File: config.mk
export PLATFORM = sky130hd
export DESIGN_NAME = averaged_deadband_step_stabilizer_flat
export DESIGN_NICKNAME = d
export VERILOG_FILES = /design/src/hdl/adss_pkg.sv /design/src/hdl/adss_if.sv /design/src/hdl/averaged_deadband_step_stabilizer.sv /design/src/flat_wrapper.sv
export SDC_FILE = /design/constraint.sdc
export NUM_CORES = 1
export LEC_CHECK = 0
export BUFFER_PORTS_ARGS = -buffer_cell sky130_fd_sc_hd__buf_2
export CORE_ASPECT_RATIO = 0.75
export CORE_MARGIN = 1.5
export CORE_UTILIZATION = 50
export CTS_CLUSTER_DIAMETER = 60
export DETAILED_ROUTE_END_ITERATION = 10
export GPL_ROUTABILITY_DRIVEN = 0
export PLACE_DENSITY = 0.69
export SLEW_MARGIN = 20
export SYNTH_ARGS = -nofsm -noshare
export SYNTH_HDL_FRONTEND = slang
export SYNTH_SLANG_ARGS = --single-unit
File: constraint.sdc
create_clock -name clk -period 10.9 [get_ports clk]
set_input_delay 2.725 -clock clk [delete_from_list [all_inputs] [get_ports clk]]
set_output_delay 2.725 -clock clk [all_outputs]
set_load 0.01 [all_outputs]
File: src/hdl/adss_pkg.sv
// Shared constants and types for the averaged deadband step stabilizer.
package adss_pkg;

  localparam int MAX_OVERSAMPLE_DEF = 1024;
  localparam int SAMPLE_WIDTH_DEF   = 32;

  localparam int SMP_W     = 32;
  localparam int OUT_W     = 32;
  localparam int SUM_W     = 43;
  localparam int CNT_W     = 11;
  localparam int DB_W      = 31;
  localparam int CFG_W     = 32;
  localparam int CFG_IDX_W = 2;
  localparam int CMD_W     = 2;
  localparam int MODE_W    = 2;

  localparam int DIV_CNT_W = $clog2(SUM_W);

  localparam logic [CMD_W-1:0] CMD_TICK  = 2'd0;
  localparam logic [CMD_W-1:0] CMD_START = 2'd1;
  localparam logic [CMD_W-1:0] CMD_STOP  = 2'd2;

  localparam logic [MODE_W-1:0] MODE_FINISHED  = 2'd0;
  localparam logic [MODE_W-1:0] MODE_COLLECT   = 2'd1;
  localparam logic [MODE_W-1:0] MODE_STABILIZE = 2'd2;

  localparam logic [CFG_IDX_W-1:0] CFG_SETPOINT     = 2'd0;
  localparam logic [CFG_IDX_W-1:0] CFG_DEADBAND     = 2'd1;
  localparam logic [CFG_IDX_W-1:0] CFG_STEP_SIZE    = 2'd2;
  localparam logic [CFG_IDX_W-1:0] CFG_OVERSAMPLING = 2'd3;

  localparam logic [DB_W-1:0]  STEP_SIZE_RST    = 31'd1;
  localparam logic [CNT_W-1:0] OVERSAMPLING_RST = 11'd16;

  typedef enum logic [2:0] {
    ST_IDLE = 3'b001,
    ST_DIV  = 3'b010,
    ST_FIN  = 3'b100
  } state_t;

endpackage

File: src/hdl/adss_if.sv
// Valid/ready channel interfaces for command words and result words.
interface adss_in_if;
  logic                             valid;
  logic                             ready;
  logic [adss_pkg::CMD_W-1:0]       cmd;
  logic signed [adss_pkg::SMP_W-1:0] sample;
  logic signed [adss_pkg::OUT_W-1:0] current_output;

  modport source(output valid, cmd, sample, current_output, input ready);
  modport sink(input valid, cmd, sample, current_output, output ready);
endinterface

interface adss_out_if;
  logic                              valid;
  logic                              ready;
  logic                              write_valid;
  logic signed [adss_pkg::OUT_W-1:0] write_value;
  logic                              active;
  logic                              adjusted;
  logic [adss_pkg::MODE_W-1:0]       mode_out;

  modport source(output valid, write_valid, write_value, active, adjusted, mode_out,
                 input ready);
  modport sink(input valid, write_valid, write_value, active, adjusted, mode_out,
               output ready);
endinterface

File: src/hdl/averaged_deadband_step_stabilizer.sv
// Top level: command sequencer, sample accumulator and iterative mean divider.
// Every command word yields its result word, registered, in the cycle after accept.
// Throughput: one command word per cycle while results are taken, except the
//   averaging tick, after which the block is busy for 43 restoring-divide steps of
//   a single shared 13-bit subtractor, then a state to sign and saturate the mean.
// Reset: synchronous active-low rst_n; registers return to their reset values,
//   mode finished, sum/count/mean cleared, no result pending.
module averaged_deadband_step_stabilizer #(
  parameter int MAX_OVERSAMPLE = adss_pkg::MAX_OVERSAMPLE_DEF,
  parameter int SAMPLE_WIDTH   = adss_pkg::SAMPLE_WIDTH_DEF
) (
  input  logic                              clk,
  input  logic                              rst_n,
  adss_in_if.sink                           in_ch,
  adss_out_if.source                        out_ch,
  input  logic                              cfg_we,
  input  logic [adss_pkg::CFG_IDX_W-1:0]    cfg_idx,
  input  logic [adss_pkg::CFG_W-1:0]        cfg_wdata
);

  // Effective sample width is capped at the field width.
  localparam int SW_EFF  = (SAMPLE_WIDTH > adss_pkg::SMP_W) ? adss_pkg::SMP_W : SAMPLE_WIDTH;
  localparam int SMP_SH  = adss_pkg::SMP_W - SW_EFF;
  // Count register is 11 bits, so any cap above its range never binds.
  localparam int CNT_MAX = (1 << adss_pkg::CNT_W) - 1;
  localparam int CAP_INT = (MAX_OVERSAMPLE > CNT_MAX) ? CNT_MAX : MAX_OVERSAMPLE;
  localparam logic [adss_pkg::CNT_W-1:0] LIMIT_CAP = adss_pkg::CNT_W'(CAP_INT);
  localparam logic [adss_pkg::DIV_CNT_W-1:0] DIV_LAST =
    adss_pkg::DIV_CNT_W'(adss_pkg::SUM_W - 1);

  localparam logic signed [33:0] SAT_MAX34 = 34'sh0_7FFF_FFFF;
  localparam logic signed [33:0] SAT_MIN34 = -34'sh0_8000_0000;

  // Configuration registers
  logic signed [adss_pkg::OUT_W-1:0] setpoint_r;
  logic [adss_pkg::DB_W-1:0]         deadband_r;
  logic [adss_pkg::DB_W-1:0]         step_r;
  logic [adss_pkg::CNT_W-1:0]        ovs_r;

  // Run state
  adss_pkg::state_t                  state_r, state_nxt;
  logic [adss_pkg::MODE_W-1:0]       mode_r, mode_nxt;
  logic signed [adss_pkg::SUM_W-1:0] sum_r, sum_nxt;
  logic [adss_pkg::CNT_W-1:0]        cnt_r, cnt_nxt;
  logic signed [adss_pkg::OUT_W-1:0] mean_r, mean_nxt;
  logic                              running_r, running_nxt;
  logic                              changed_r, changed_nxt;

  // Divider: dividend shifts out the top while quotient bits shift in below
  logic [adss_pkg::SUM_W-1:0]        div_q_r, div_q_nxt;
  logic [adss_pkg::CNT_W-1:0]        div_rem_r, div_rem_nxt;
  logic [adss_pkg::DIV_CNT_W-1:0]    div_cnt_r, div_cnt_nxt;
  logic                              div_neg_r, div_neg_nxt;

  // Output register
  logic                              out_valid_r, out_valid_nxt;
  logic                              out_wv_r, out_wv_nxt;
  logic signed [adss_pkg::OUT_W-1:0] out_wval_r, out_wval_nxt;
  logic                              out_active_r, out_active_nxt;
  logic                              out_adj_r, out_adj_nxt;
  logic [adss_pkg::MODE_W-1:0]       out_mode_r, out_mode_nxt;

  logic                              in_acc;
  logic [adss_pkg::CNT_W-1:0]        limit;
  logic signed [adss_pkg::SMP_W-1:0] smp;
  logic [adss_pkg::SUM_W-1:0]        sum_abs;
  logic signed [32:0]                err;
  logic signed [32:0]                db33;
  logic                              out_of_band;
  logic signed [33:0]                step_val;
  logic [adss_pkg::CNT_W:0]          rem_sh;
  logic [adss_pkg::CNT_W+1:0]        rem_diff;
  logic                              qbit;

  function automatic logic signed [31:0] sat32(input logic signed [33:0] v);
    if (v > SAT_MAX34)      sat32 = 32'sh7FFF_FFFF;
    else if (v < SAT_MIN34) sat32 = 32'sh8000_0000;
    else                    sat32 = v[31:0];
  endfunction

  assign in_ch.ready  = (state_r == adss_pkg::ST_IDLE) && (!out_valid_r || out_ch.ready);
  assign in_acc       = in_ch.valid && in_ch.ready;

  assign out_ch.valid       = out_valid_r;
  assign out_ch.write_valid = out_wv_r;
  assign out_ch.write_value = out_wval_r;
  assign out_ch.active      = out_active_r;
  assign out_ch.adjusted    = out_adj_r;
  assign out_ch.mode_out    = out_mode_r;

  assign limit   = (ovs_r > LIMIT_CAP) ? LIMIT_CAP : ovs_r;
  assign smp     = (in_ch.sample <<< SMP_SH) >>> SMP_SH;
  assign sum_abs = sum_r[adss_pkg::SUM_W-1] ? adss_pkg::SUM_W'(-sum_r)
                                            : adss_pkg::SUM_W'(sum_r);

  // Deadband test: error inside [-db, +db] counts as settled
  assign err         = {mean_r[31], mean_r} - {setpoint_r[31], setpoint_r};
  assign db33        = $signed({2'b00, deadband_r});
  assign out_of_band = (err > db33) || (err < -db33);
  // Step against the sign of the error
  assign step_val    = (err > 33'sd0)
                     ? {{2{in_ch.current_output[31]}}, in_ch.current_output} - $signed({3'b000, step_r})
                     : {{2{in_ch.current_output[31]}}, in_ch.current_output} + $signed({3'b000, step_r});

  // One restoring-divide step
  assign rem_sh   = {div_rem_r, div_q_r[adss_pkg::SUM_W-1]};
  assign rem_diff = {1'b0, rem_sh} - {2'b00, cnt_r};
  assign qbit     = !rem_diff[adss_pkg::CNT_W+1];

  always_comb begin
    state_nxt      = state_r;
    mode_nxt       = mode_r;
    sum_nxt        = sum_r;
    cnt_nxt        = cnt_r;
    mean_nxt       = mean_r;
    running_nxt    = running_r;
    changed_nxt    = changed_r;
    div_q_nxt      = div_q_r;
    div_rem_nxt    = div_rem_r;
    div_cnt_nxt    = div_cnt_r;
    div_neg_nxt    = div_neg_r;
    out_valid_nxt  = out_valid_r && !out_ch.ready;
    out_wv_nxt     = out_wv_r;
    out_wval_nxt   = out_wval_r;
    out_active_nxt = out_active_r;
    out_adj_nxt    = out_adj_r;
    out_mode_nxt   = out_mode_r;

    unique case (state_r)
      adss_pkg::ST_IDLE: begin
        if (in_acc) begin
          out_wv_nxt   = 1'b0;
          out_wval_nxt = '0;
          case (in_ch.cmd)
            adss_pkg::CMD_START: begin
              changed_nxt = 1'b0;
              sum_nxt     = '0;
              cnt_nxt     = '0;
              mode_nxt    = adss_pkg::MODE_COLLECT;
              running_nxt = 1'b1;
            end
            adss_pkg::CMD_STOP: begin
              running_nxt = 1'b0;
              mode_nxt    = adss_pkg::MODE_FINISHED;
              sum_nxt     = '0;
              cnt_nxt     = '0;
            end
            adss_pkg::CMD_TICK: begin
              if (mode_r == adss_pkg::MODE_COLLECT) begin
                if (cnt_r < limit) begin
                  sum_nxt = sum_r + {{(adss_pkg::SUM_W-adss_pkg::SMP_W){smp[31]}}, smp};
                  cnt_nxt = cnt_r + 1'b1;
                end else begin
                  mode_nxt = adss_pkg::MODE_STABILIZE;
                  if (cnt_r == '0) begin
                    mean_nxt = '0;
                  end else begin
                    // Mean is finished in the background; block stays busy
                    div_q_nxt   = sum_abs;
                    div_rem_nxt = '0;
                    div_cnt_nxt = '0;
                    div_neg_nxt = sum_r[adss_pkg::SUM_W-1];
                    state_nxt   = adss_pkg::ST_DIV;
                  end
                end
              end else if (mode_r == adss_pkg::MODE_STABILIZE) begin
                sum_nxt = '0;
                cnt_nxt = '0;
                if (out_of_band) begin
                  out_wv_nxt   = 1'b1;
                  out_wval_nxt = sat32(step_val);
                  changed_nxt  = 1'b1;
                  mode_nxt     = adss_pkg::MODE_COLLECT;
                  running_nxt  = 1'b1;
                end else begin
                  mode_nxt    = adss_pkg::MODE_FINISHED;
                  running_nxt = 1'b0;
                end
              end
            end
            default: ;  // unused code: report state only
          endcase
          out_valid_nxt  = 1'b1;
          out_active_nxt = running_nxt;
          out_adj_nxt    = changed_nxt;
          out_mode_nxt   = mode_nxt;
        end
      end
      adss_pkg::ST_DIV: begin
        div_rem_nxt = qbit ? rem_diff[adss_pkg::CNT_W-1:0] : rem_sh[adss_pkg::CNT_W-1:0];
        div_q_nxt   = {div_q_r[adss_pkg::SUM_W-2:0], qbit};
        div_cnt_nxt = div_cnt_r + 1'b1;
        if (div_cnt_r == DIV_LAST) state_nxt = adss_pkg::ST_FIN;
      end
      adss_pkg::ST_FIN: begin
        // Apply sign, saturate to 32-bit signed
        if (!div_neg_r) begin
          mean_nxt = (div_q_r > adss_pkg::SUM_W'(32'h7FFF_FFFF)) ? 32'sh7FFF_FFFF
                                                                 : div_q_r[31:0];
        end else begin
          mean_nxt = (div_q_r > adss_pkg::SUM_W'(32'h8000_0000)) ? 32'sh8000_0000
                                                                 : -div_q_r[31:0];
        end
        state_nxt = adss_pkg::ST_IDLE;
      end
      default: state_nxt = adss_pkg::ST_IDLE;
    endcase
  end

  always_ff @(posedge clk) begin
    if (!rst_n) begin
      setpoint_r  <= '0;
      deadband_r  <= '0;
      step_r      <= adss_pkg::STEP_SIZE_RST;
      ovs_r       <= adss_pkg::OVERSAMPLING_RST;
      state_r     <= adss_pkg::ST_IDLE;
      mode_r      <= adss_pkg::MODE_FINISHED;
      sum_r       <= '0;
      cnt_r       <= '0;
      mean_r      <= '0;
      running_r   <= 1'b0;
      changed_r   <= 1'b0;
      out_valid_r <= 1'b0;
    end else begin
      if (cfg_we) begin
        unique case (cfg_idx)
          adss_pkg::CFG_SETPOINT:     setpoint_r <= cfg_wdata;
          adss_pkg::CFG_DEADBAND:     deadband_r <= cfg_wdata[adss_pkg::DB_W-1:0];
          adss_pkg::CFG_STEP_SIZE:    step_r     <= cfg_wdata[adss_pkg::DB_W-1:0];
          adss_pkg::CFG_OVERSAMPLING: ovs_r      <= cfg_wdata[adss_pkg::CNT_W-1:0];
          default: ;
        endcase
      end
      state_r     <= state_nxt;
      mode_r      <= mode_nxt;
      sum_r       <= sum_nxt;
      cnt_r       <= cnt_nxt;
      mean_r      <= mean_nxt;
      running_r   <= running_nxt;
      changed_r   <= changed_nxt;
      out_valid_r <= out_valid_nxt;
    end
  end

  // Payload registers, no reset
  always_ff @(posedge clk) begin
    div_q_r      <= div_q_nxt;
    div_rem_r    <= div_rem_nxt;
    div_cnt_r    <= div_cnt_nxt;
    div_neg_r    <= div_neg_nxt;
    out_wv_r     <= out_wv_nxt;
    out_wval_r   <= out_wval_nxt;
    out_active_r <= out_active_nxt;
    out_adj_r    <= out_adj_nxt;
    out_mode_r   <= out_mode_nxt;
  end

`ifndef SYNTH
  a_ready_only_idle: assert property (@(posedge clk) disable iff (!rst_n)
    in_ch.ready |-> state_r == adss_pkg::ST_IDLE)
    else $error("ready while divider busy");

  a_running_matches_mode: assert property (@(posedge clk) disable iff (!rst_n)
    running_r == (mode_r != adss_pkg::MODE_FINISHED))
    else $error("running flag out of step with mode");

  a_div_in_stabilize: assert property (@(posedge clk) disable iff (!rst_n)
    (state_r != adss_pkg::ST_IDLE) |-> mode_r == adss_pkg::MODE_STABILIZE)
    else $error("divider running outside stabilize mode");

  a_div_ends: assert property (@(posedge clk) disable iff (!rst_n)
    (state_r == adss_pkg::ST_DIV && div_cnt_r == DIV_LAST) |=> state_r == adss_pkg::ST_FIN)
    else $error("divider overran its step count");

  a_write_implies_adjusted: assert property (@(posedge clk) disable iff (!rst_n)
    (out_valid_r && out_wv_r) |-> (out_adj_r && out_active_r))
    else $error("write word without adjusted/active");
`endif

endmodule
File: src/flat_wrapper.sv
// flat-port wrapper written by rule: the top's interface ports become plain ports
module averaged_deadband_step_stabilizer_flat 
#(
  parameter int MAX_OVERSAMPLE = adss_pkg::MAX_OVERSAMPLE_DEF,
  parameter int SAMPLE_WIDTH   = adss_pkg::SAMPLE_WIDTH_DEF
)
  (clk, rst_n, cfg_we, cfg_idx, cfg_wdata, in_ch_valid, in_ch_cmd, in_ch_sample, in_ch_current_output, in_ch_ready, out_ch_valid, out_ch_write_valid, out_ch_write_value, out_ch_active, out_ch_adjusted, out_ch_mode_out, out_ch_ready);
  adss_in_if in_ch_i ();
  adss_out_if out_ch_i ();
  input  logic clk;
  input  logic rst_n;
  input  logic cfg_we;
  input  logic [adss_pkg::CFG_IDX_W-1:0] cfg_idx;
  input  logic [adss_pkg::CFG_W-1:0] cfg_wdata;
  input wire logic [$bits(in_ch_i.valid)-1:0] in_ch_valid;
  input wire logic [$bits(in_ch_i.cmd)-1:0] in_ch_cmd;
  input wire logic [$bits(in_ch_i.sample)-1:0] in_ch_sample;
  input wire logic [$bits(in_ch_i.current_output)-1:0] in_ch_current_output;
  output wire logic [$bits(in_ch_i.ready)-1:0] in_ch_ready;
  output wire logic [$bits(out_ch_i.valid)-1:0] out_ch_valid;
  output wire logic [$bits(out_ch_i.write_valid)-1:0] out_ch_write_valid;
  output wire logic [$bits(out_ch_i.write_value)-1:0] out_ch_write_value;
  output wire logic [$bits(out_ch_i.active)-1:0] out_ch_active;
  output wire logic [$bits(out_ch_i.adjusted)-1:0] out_ch_adjusted;
  output wire logic [$bits(out_ch_i.mode_out)-1:0] out_ch_mode_out;
  input wire logic [$bits(out_ch_i.ready)-1:0] out_ch_ready;
  assign in_ch_i.valid = in_ch_valid;
  assign in_ch_i.cmd = in_ch_cmd;
  assign in_ch_i.sample = in_ch_sample;
  assign in_ch_i.current_output = in_ch_current_output;
  assign in_ch_ready = in_ch_i.ready;
  assign out_ch_valid = out_ch_i.valid;
  assign out_ch_write_valid = out_ch_i.write_valid;
  assign out_ch_write_value = out_ch_i.write_value;
  assign out_ch_active = out_ch_i.active;
  assign out_ch_adjusted = out_ch_i.adjusted;
  assign out_ch_mode_out = out_ch_i.mode_out;
  assign out_ch_i.ready = out_ch_ready;
  averaged_deadband_step_stabilizer #(.MAX_OVERSAMPLE(MAX_OVERSAMPLE), .SAMPLE_WIDTH(SAMPLE_WIDTH)) u_core (.clk(clk), .rst_n(rst_n), .in_ch(in_ch_i), .out_ch(out_ch_i), .cfg_we(cfg_we), .cfg_idx(cfg_idx), .cfg_wdata(cfg_wdata));
endmodule
# Yosys cells after proc, flatten, opt, wreduce, memory -nomap -nowiden
# Index checks and enable logic that the tools add are counted.
# classes
n_addsub	10
n_lt_le_gt_ge	9
eq_ne	20
n_mux	63
n_bitwise	5
reduce_logical	28
# op_table
operator	count
2-to-1 mux 43 bit	9
2-to-1 mux 32 bit	9
one-hot mux 43 bit (2 select lines)	2
2-to-1 mux 11 bit	10
subtractor 32 x 32 -> 33 bit	2
one-hot mux 32 bit (2 select lines)	1
one-hot mux 11 bit (2 select lines)	2
adder 43 bit	1
greater-than comparator 43 x 31 -> 1 bit (second input constant)	1
greater-than comparator 43 x 32 -> 1 bit (second input constant)	1
negator 43 bit	1
greater-than comparator 34 x 32 -> 1 bit (second input constant)	1
less-than comparator 34 x 32 -> 1 bit (second input constant)	1
2-to-1 mux 34 bit	1
adder 32 x 32 -> 33 bit	1
greater-than comparator 33 x 1 -> 1 bit (second input constant)	1
greater-than comparator 33 x 32 -> 1 bit	1
less-than comparator 33 bit	1
negator 31 -> 33 bit	1
negator 32 bit	1
2-to-1 mux 31 bit	1
2-to-1 mux 6 bit	5
AND reduction 6 bit	4
2-to-1 mux 3 bit	6
other kinds (35)	71
# totals
reg_bits	297
elab_cells	157

# Logic depth before layout (Yosys ltp)
# depth
depth_word	8
ltp_mapped	32

# Worst setup path before layout
# No wires, ideal clock.
# synth_path
path_type	reg-to-reg
startpoint	register u_core.mean_r[0] (netlist name)
endpoint	register u_core.out_wval_r (netlist bit u_core.out_ch.write_value[15]), data pin
setup_ns	0.261
t_arrival_ns	6.291
required_ns	10.639
slack_ns	4.348
stages_incl_launch_ff	31
path_cell_list	dfxtp_1 inv_1 ha_1 fa_1 nand2b_1 a21oi_1 o211a_1 o21ai_2 a211oi_1 a2111oi_0 nor4bb_1 and4_1 a31oi_1 buf_6 clkbuf_1 nand2_1 xnor2_1 ha_1 a2111oi_0 o21ai_0 a32o_1 a21o_1 a21o_1 a221oi_1 o21ai_0 a21oi_1 xnor2_1 nand4_1 nand3_1 buf_2 o21ai_2
# synth_between
elab_chain_len	6
word_cells_on_any_way	12
# synth_lines
item	line	source
start: declaration	averaged_deadband_step_stabilizer.sv:45	logic signed [adss_pkg::OUT_W-1:0] mean_r, mean_nxt;
start signal: assignment	averaged_deadband_step_stabilizer.sv:238	mean_r <= mean_nxt;
subtractor 32 x 32 -> 33 bit (*)	averaged_deadband_step_stabilizer.sv:97	assign err = {mean_r[31], mean_r} - {setpoint_r[31], setpoint_r};
greater-than comparator 33 x 1 -> 1 bit	averaged_deadband_step_stabilizer.sv:101	assign step_val = (err > 33'sd0)
2-to-1 mux 34 bit	averaged_deadband_step_stabilizer.sv:102	? {{2{in_ch.current_output[31]}}, in_ch.current_output} - $signed({3'b000, step_r})
less-than comparator 34 x 32 -> 1 bit	averaged_deadband_step_stabilizer.sv:77	else if (v < SAT_MIN34) sat32 = 32'sh8000_0000;
2-to-1 mux 32 bit	averaged_deadband_step_stabilizer.sv:77	
2-to-1 mux 31 bit	averaged_deadband_step_stabilizer.sv:76	if (v > SAT_MAX34) sat32 = 32'sh7FFF_FFFF;
end signal: assignment	averaged_deadband_step_stabilizer.sv:252	out_wval_r <= out_wval_nxt;
end: declaration	averaged_deadband_step_stabilizer.sv:58	logic signed [adss_pkg::OUT_W-1:0] out_wval_r, out_wval_nxt;
# Mark *: on every way between the ends. The rest lies on a longest branch, timed or not.
# A chain may end at the register's enable or synchronous reset.

# Worst setup path in the final report
# layout_path
startpoint	register u_core.mean_r[0] (netlist name)
endpoint	register u_core.out_wval_r (netlist bit u_core.out_ch.write_value[4]), data pin
# The elaborated chain is that of the path after synthesis.

==> flow_summary.json <==
{
  "slew_headroom_pct": 32.34,
  "ys_seq_area_share_pct": 31.05,
  "leakage_nw": 10.37,
  "drv_slew": 0,
  "cts.sinks": 297,
  "drt-pass1-iter-count": 6,
  "fin_crit_ns": 8.290,
  "cts_tree": "built",
  "coreArea_um2": 43680,
  "fmax_ghz": 0.1206,
  "skew_ns": 0.01858,
  "area_growth_pct": 10.46,
  "cp.required_ns": 11.13,
  "peakVddDrop_mv": 0.1137,
  "final_net_count": 3195,
  "endpoint": "u_core.out_ch.write_value[4]$_SDFFCE_PP0P_",
  "io_buffers": 143,
  "antenna_cells": 0,
  "root_buffer": "clkbuf_16",
  "r2r_end": "u_core.out_ch.write_value[4]$_SDFFCE_PP0P_",
  "rsz0062_at_grt": "no",
  "overflow": 0,
  "status": "completed",
  "syn_inst": 2812,
  "whs_path_depth": 2,
  "row_count": 66,
  "synth_edf_count": 98,
  "drive_above_1_share_pct": 9.646,
  "setup_violations": 0,
  "cpMaxStageDelayCell": "o21ai_4",
  "final.setup.tns_ns": 0,
  "cellPowerDensity_nw_per_um2": 133.1,
  "grt_pass1_wl_mm": 96.74,
  "fp.dieH_um": 185.9,
  "drt.antenna.violating_nets": 0,
  "r2r-start": "u_core.mean_r[0]$_SDFFE_PN0P_",
  "async_flop_share_pct": 0,
  "grtUsageTotal_pct": 25.90,
  "drv_cap": 0,
  "drcViolationCount": 0,
  "insertion_delay_ns": 0.54,
  "syn_area_um2": 22310,
  "ios": 144,
  "die_w_um": 246.9,
  "finalInstanceArea_um2": 24640,
  "antenna_found_initial": 1,
  "hold_viol_final": 0,
  "finalCritPeriodShare_pct": 76.05,
  "cp.arrival_ns": 8.52,
  "clock_path_buffers": 3,
  "cts_resized": 0,
  "hp-class": "register to register",
  "post_cts_buffers": 0,
  "dp_cells": 3424,
  "ys_ff_latch": 297,
  "dieArea_um2": 45900,
  "yosys_most_used_dff": "dfxtp_1",
  "r2r_slack_ns": 2.61,
  "syn-num-nets": 3122,
  "placed_cell_area_um2": 23410,
  "startpoint": "u_core.mean_r[0]$_SDFFE_PN0P_",
  "slowest_delay_ns": 0.72,
  "grt_pass1_vias": 18940,
  "syn_area_per_cell_um2": 7.932,
  "hold_buffers": 0,
  "worstPathMaxFanout": 38,
  "yosysUniqueCellTypes": 81,
  "critPathLaunchType": "register",
  "vias": 20830,
  "drt_wl_total_mm": 60.58,
  "worst_pin_slew_ns": 1.015,
  "h-tree-depth": 2,
  "path_clk_slew_ns": 0.06,
  "crit_path_end_kind": "register",
  "ys_warn_count": 0,
  "fin_cells": 3491,
  "wire_per_inst_um": 17.35,
  "via_per_inst": 5.966,
  "place_hpwl_mm": 45.73,
  "r2r_cells": 28,
  "cts-buffers-inserted": 37,
  "grt_max_degree": 84,
  "crit_type": "register to register",
  "drtIter0Drc": 1511,
  "initial_utilization_pct": 51.06
}
## layout make-up
| type | count | area (um2) |
|---|---|---|
| Clock inverter | 21 | 198.9 |
| Sequential cell | 297 | 6927 |
| Tap cell | 578 | 723.2 |
| Inverter | 133 | 501.7 |
| Timing Repair Buffer | 161 | 854.6 |
| Clock buffer | 46 | 1022 |
| Multi-Input combinational cell | 2255 | 14410 |
| Fill cell | 3994 | 19050 |
## cells by family after synthesis
family	Yosys count	share of synthesized area, %
buf+inv	260	4.532
mux	14	0.6338
xor+xnor	190	7.461
fa+ha+maj	205	11.63
simple gates	1013	21.23
flops	297	31.05
compound gates	833	23.45
## synth_stat cells (7+ instances only)
cell      number  area share, %
nand2_1      433            7.3
a21oi_1      279            6.3
ha_1         201             11
dfxtp_1      199             18
o21ai_0      190            4.3
nor2_1       188            3.2
inv_1        132            2.2
clkbuf_1     109            1.8
xnor2_1      103            4.0
edfxtp_1      98             13
a21o_1        89            3.0
xor2_1        87            3.4
nor3_1        69            1.5
nand3_1       57            1.3
nand4_1       48            1.3
o31ai_1       33            1.1
and3_1        32           0.90
nand2b_1      29           0.81
nor2b_1       29           0.81
a22oi_1       26           0.88
or3_1         25           0.70
nor4_1        23           0.65
o311ai_0      21           0.82
a211oi_1      20           0.67
o21a_1        20           0.67
o21ai_2       20           0.79
o211ai_1      18           0.61
a31oi_1       15           0.42
o41ai_1       15           0.59
or2_2         14           0.39
or4_1         14           0.47
mux2i_1       13           0.58
buf_1         10           0.17
o21bai_1      10           0.34
a21boi_0       9           0.30
and2_1         9           0.25
and4_1         9           0.35
nand3b_1       8           0.27
nor3b_1        7           0.24
## sequential cells by signal, indices dropped and copies added, names as in the netlist
signal and count:
u_core.div_q_r 43, u_core.running_r 1, u_core.div_cnt_r 6, u_core.changed_r 1, u_core.out_ch.valid 1, u_core.out_ch.active 1
u_core.ovs_r 11, u_core.div_rem_r 11, u_core.out_ch.mode_out 2, u_core.deadband_r 31, u_core.out_ch.write_valid 1, u_core.sum_r 43
u_core.state_r 3, u_core.out_ch.adjusted 1, u_core.out_ch.write_value 32, u_core.mean_r 32, u_core.setpoint_r 32, u_core.div_neg_r 1
u_core.step_r 31, u_core.mode_r 2, u_core.cnt_r 11
## metal layers
| metal | wire length, um | vias up | global-route usage [%] | share of wire, % |
|---|---|---|---|---|
| met5 | 0 | - | 0 | 0 |
| met4 | 1225 | 0 | 6.537 | 2.0 |
| met3 | 4187 | 88 | 3.388 | 6.9 |
| met2 | 26110 | 637 | 39.98 | 43 |
| met1 | 29050 | 9786 | 37.93 | 48 |
| li1 | - | 10320 | - | - |
## worst min-delay path by stage
stage | startpoint | end | slack (ns)
3_3_place_gp | u_core.setpoint_r[10]$_SDFFE_PN0P_ | u_core.setpoint_r[10]$_SDFFE_PN0P_ | 0.44
3_5_place_dp | u_core.setpoint_r[10]$_SDFFE_PN0P_ | u_core.setpoint_r[10]$_SDFFE_PN0P_ | 0.45
2_1_floorplan | u_core.sum_r[42]$_SDFFE_PN0P_ | u_core.div_neg_r$_DFFE_PP_ | 0.41
6_report | u_core.ovs_r[10]$_SDFFE_PN0P_ | u_core.ovs_r[10]$_SDFFE_PN0P_ | 0.45
4_1_cts | u_core.setpoint_r[6]$_SDFFE_PN0P_ | u_core.setpoint_r[6]$_SDFFE_PN0P_ | 0.45
5_1_grt | u_core.setpoint_r[6]$_SDFFE_PN0P_ | u_core.setpoint_r[6]$_SDFFE_PN0P_ | 0.47
## power by group
part	internal [W]	switching [W]	leakage, nW
sequential	0.00116	0.0000145	2.61
clock	0.000725	0.000509	0.601
combinational	0.000348	0.000524	7.16
## layout by cell type, fill, tap and decap left out, types with 87 or more instances in the layout
cell and n:
edfxtp_1 98, inv_1 133, a21o_1 89, dfxtp_1 199, xor2_1 87, buf_2 143, nand2_1 433, xnor2_1 103
o21ai_0 190, a21oi_1 279, nor2_1 187, ha_1 201
## per-stage QoR
step | setup slack (ns) | hold WS (ns) | power [W] | util (%)
after floorplan | 4.348 | 0.4064 | 0.001836 | -
after global placement | 3.072 | 0.4430 | 0.002026 | 53.56
after detailed placement | 2.742 | 0.4469 | 0.002050 | 53.59
after CTS | 2.749 | 0.4541 | 0.003288 | 56.38
after global routing | 1.898 | 0.4710 | 0.003448 | 56.40
final | 2.610 | 0.4528 | 0.003279 | 56.40
## worst max-delay path: cells and delay by family, from the launching register on
| family | cells | cell delay (ns) |
|---|---|---|
| simple gates | 6 | 1.43 |
| flops | 1 | 0.33 |
| buf+inv | 3 | 0.51 |
| fa+ha+maj | 3 | 1.12 |
| compound gates | 16 | 4.57 |
Power figures use the tool's default switching activity.
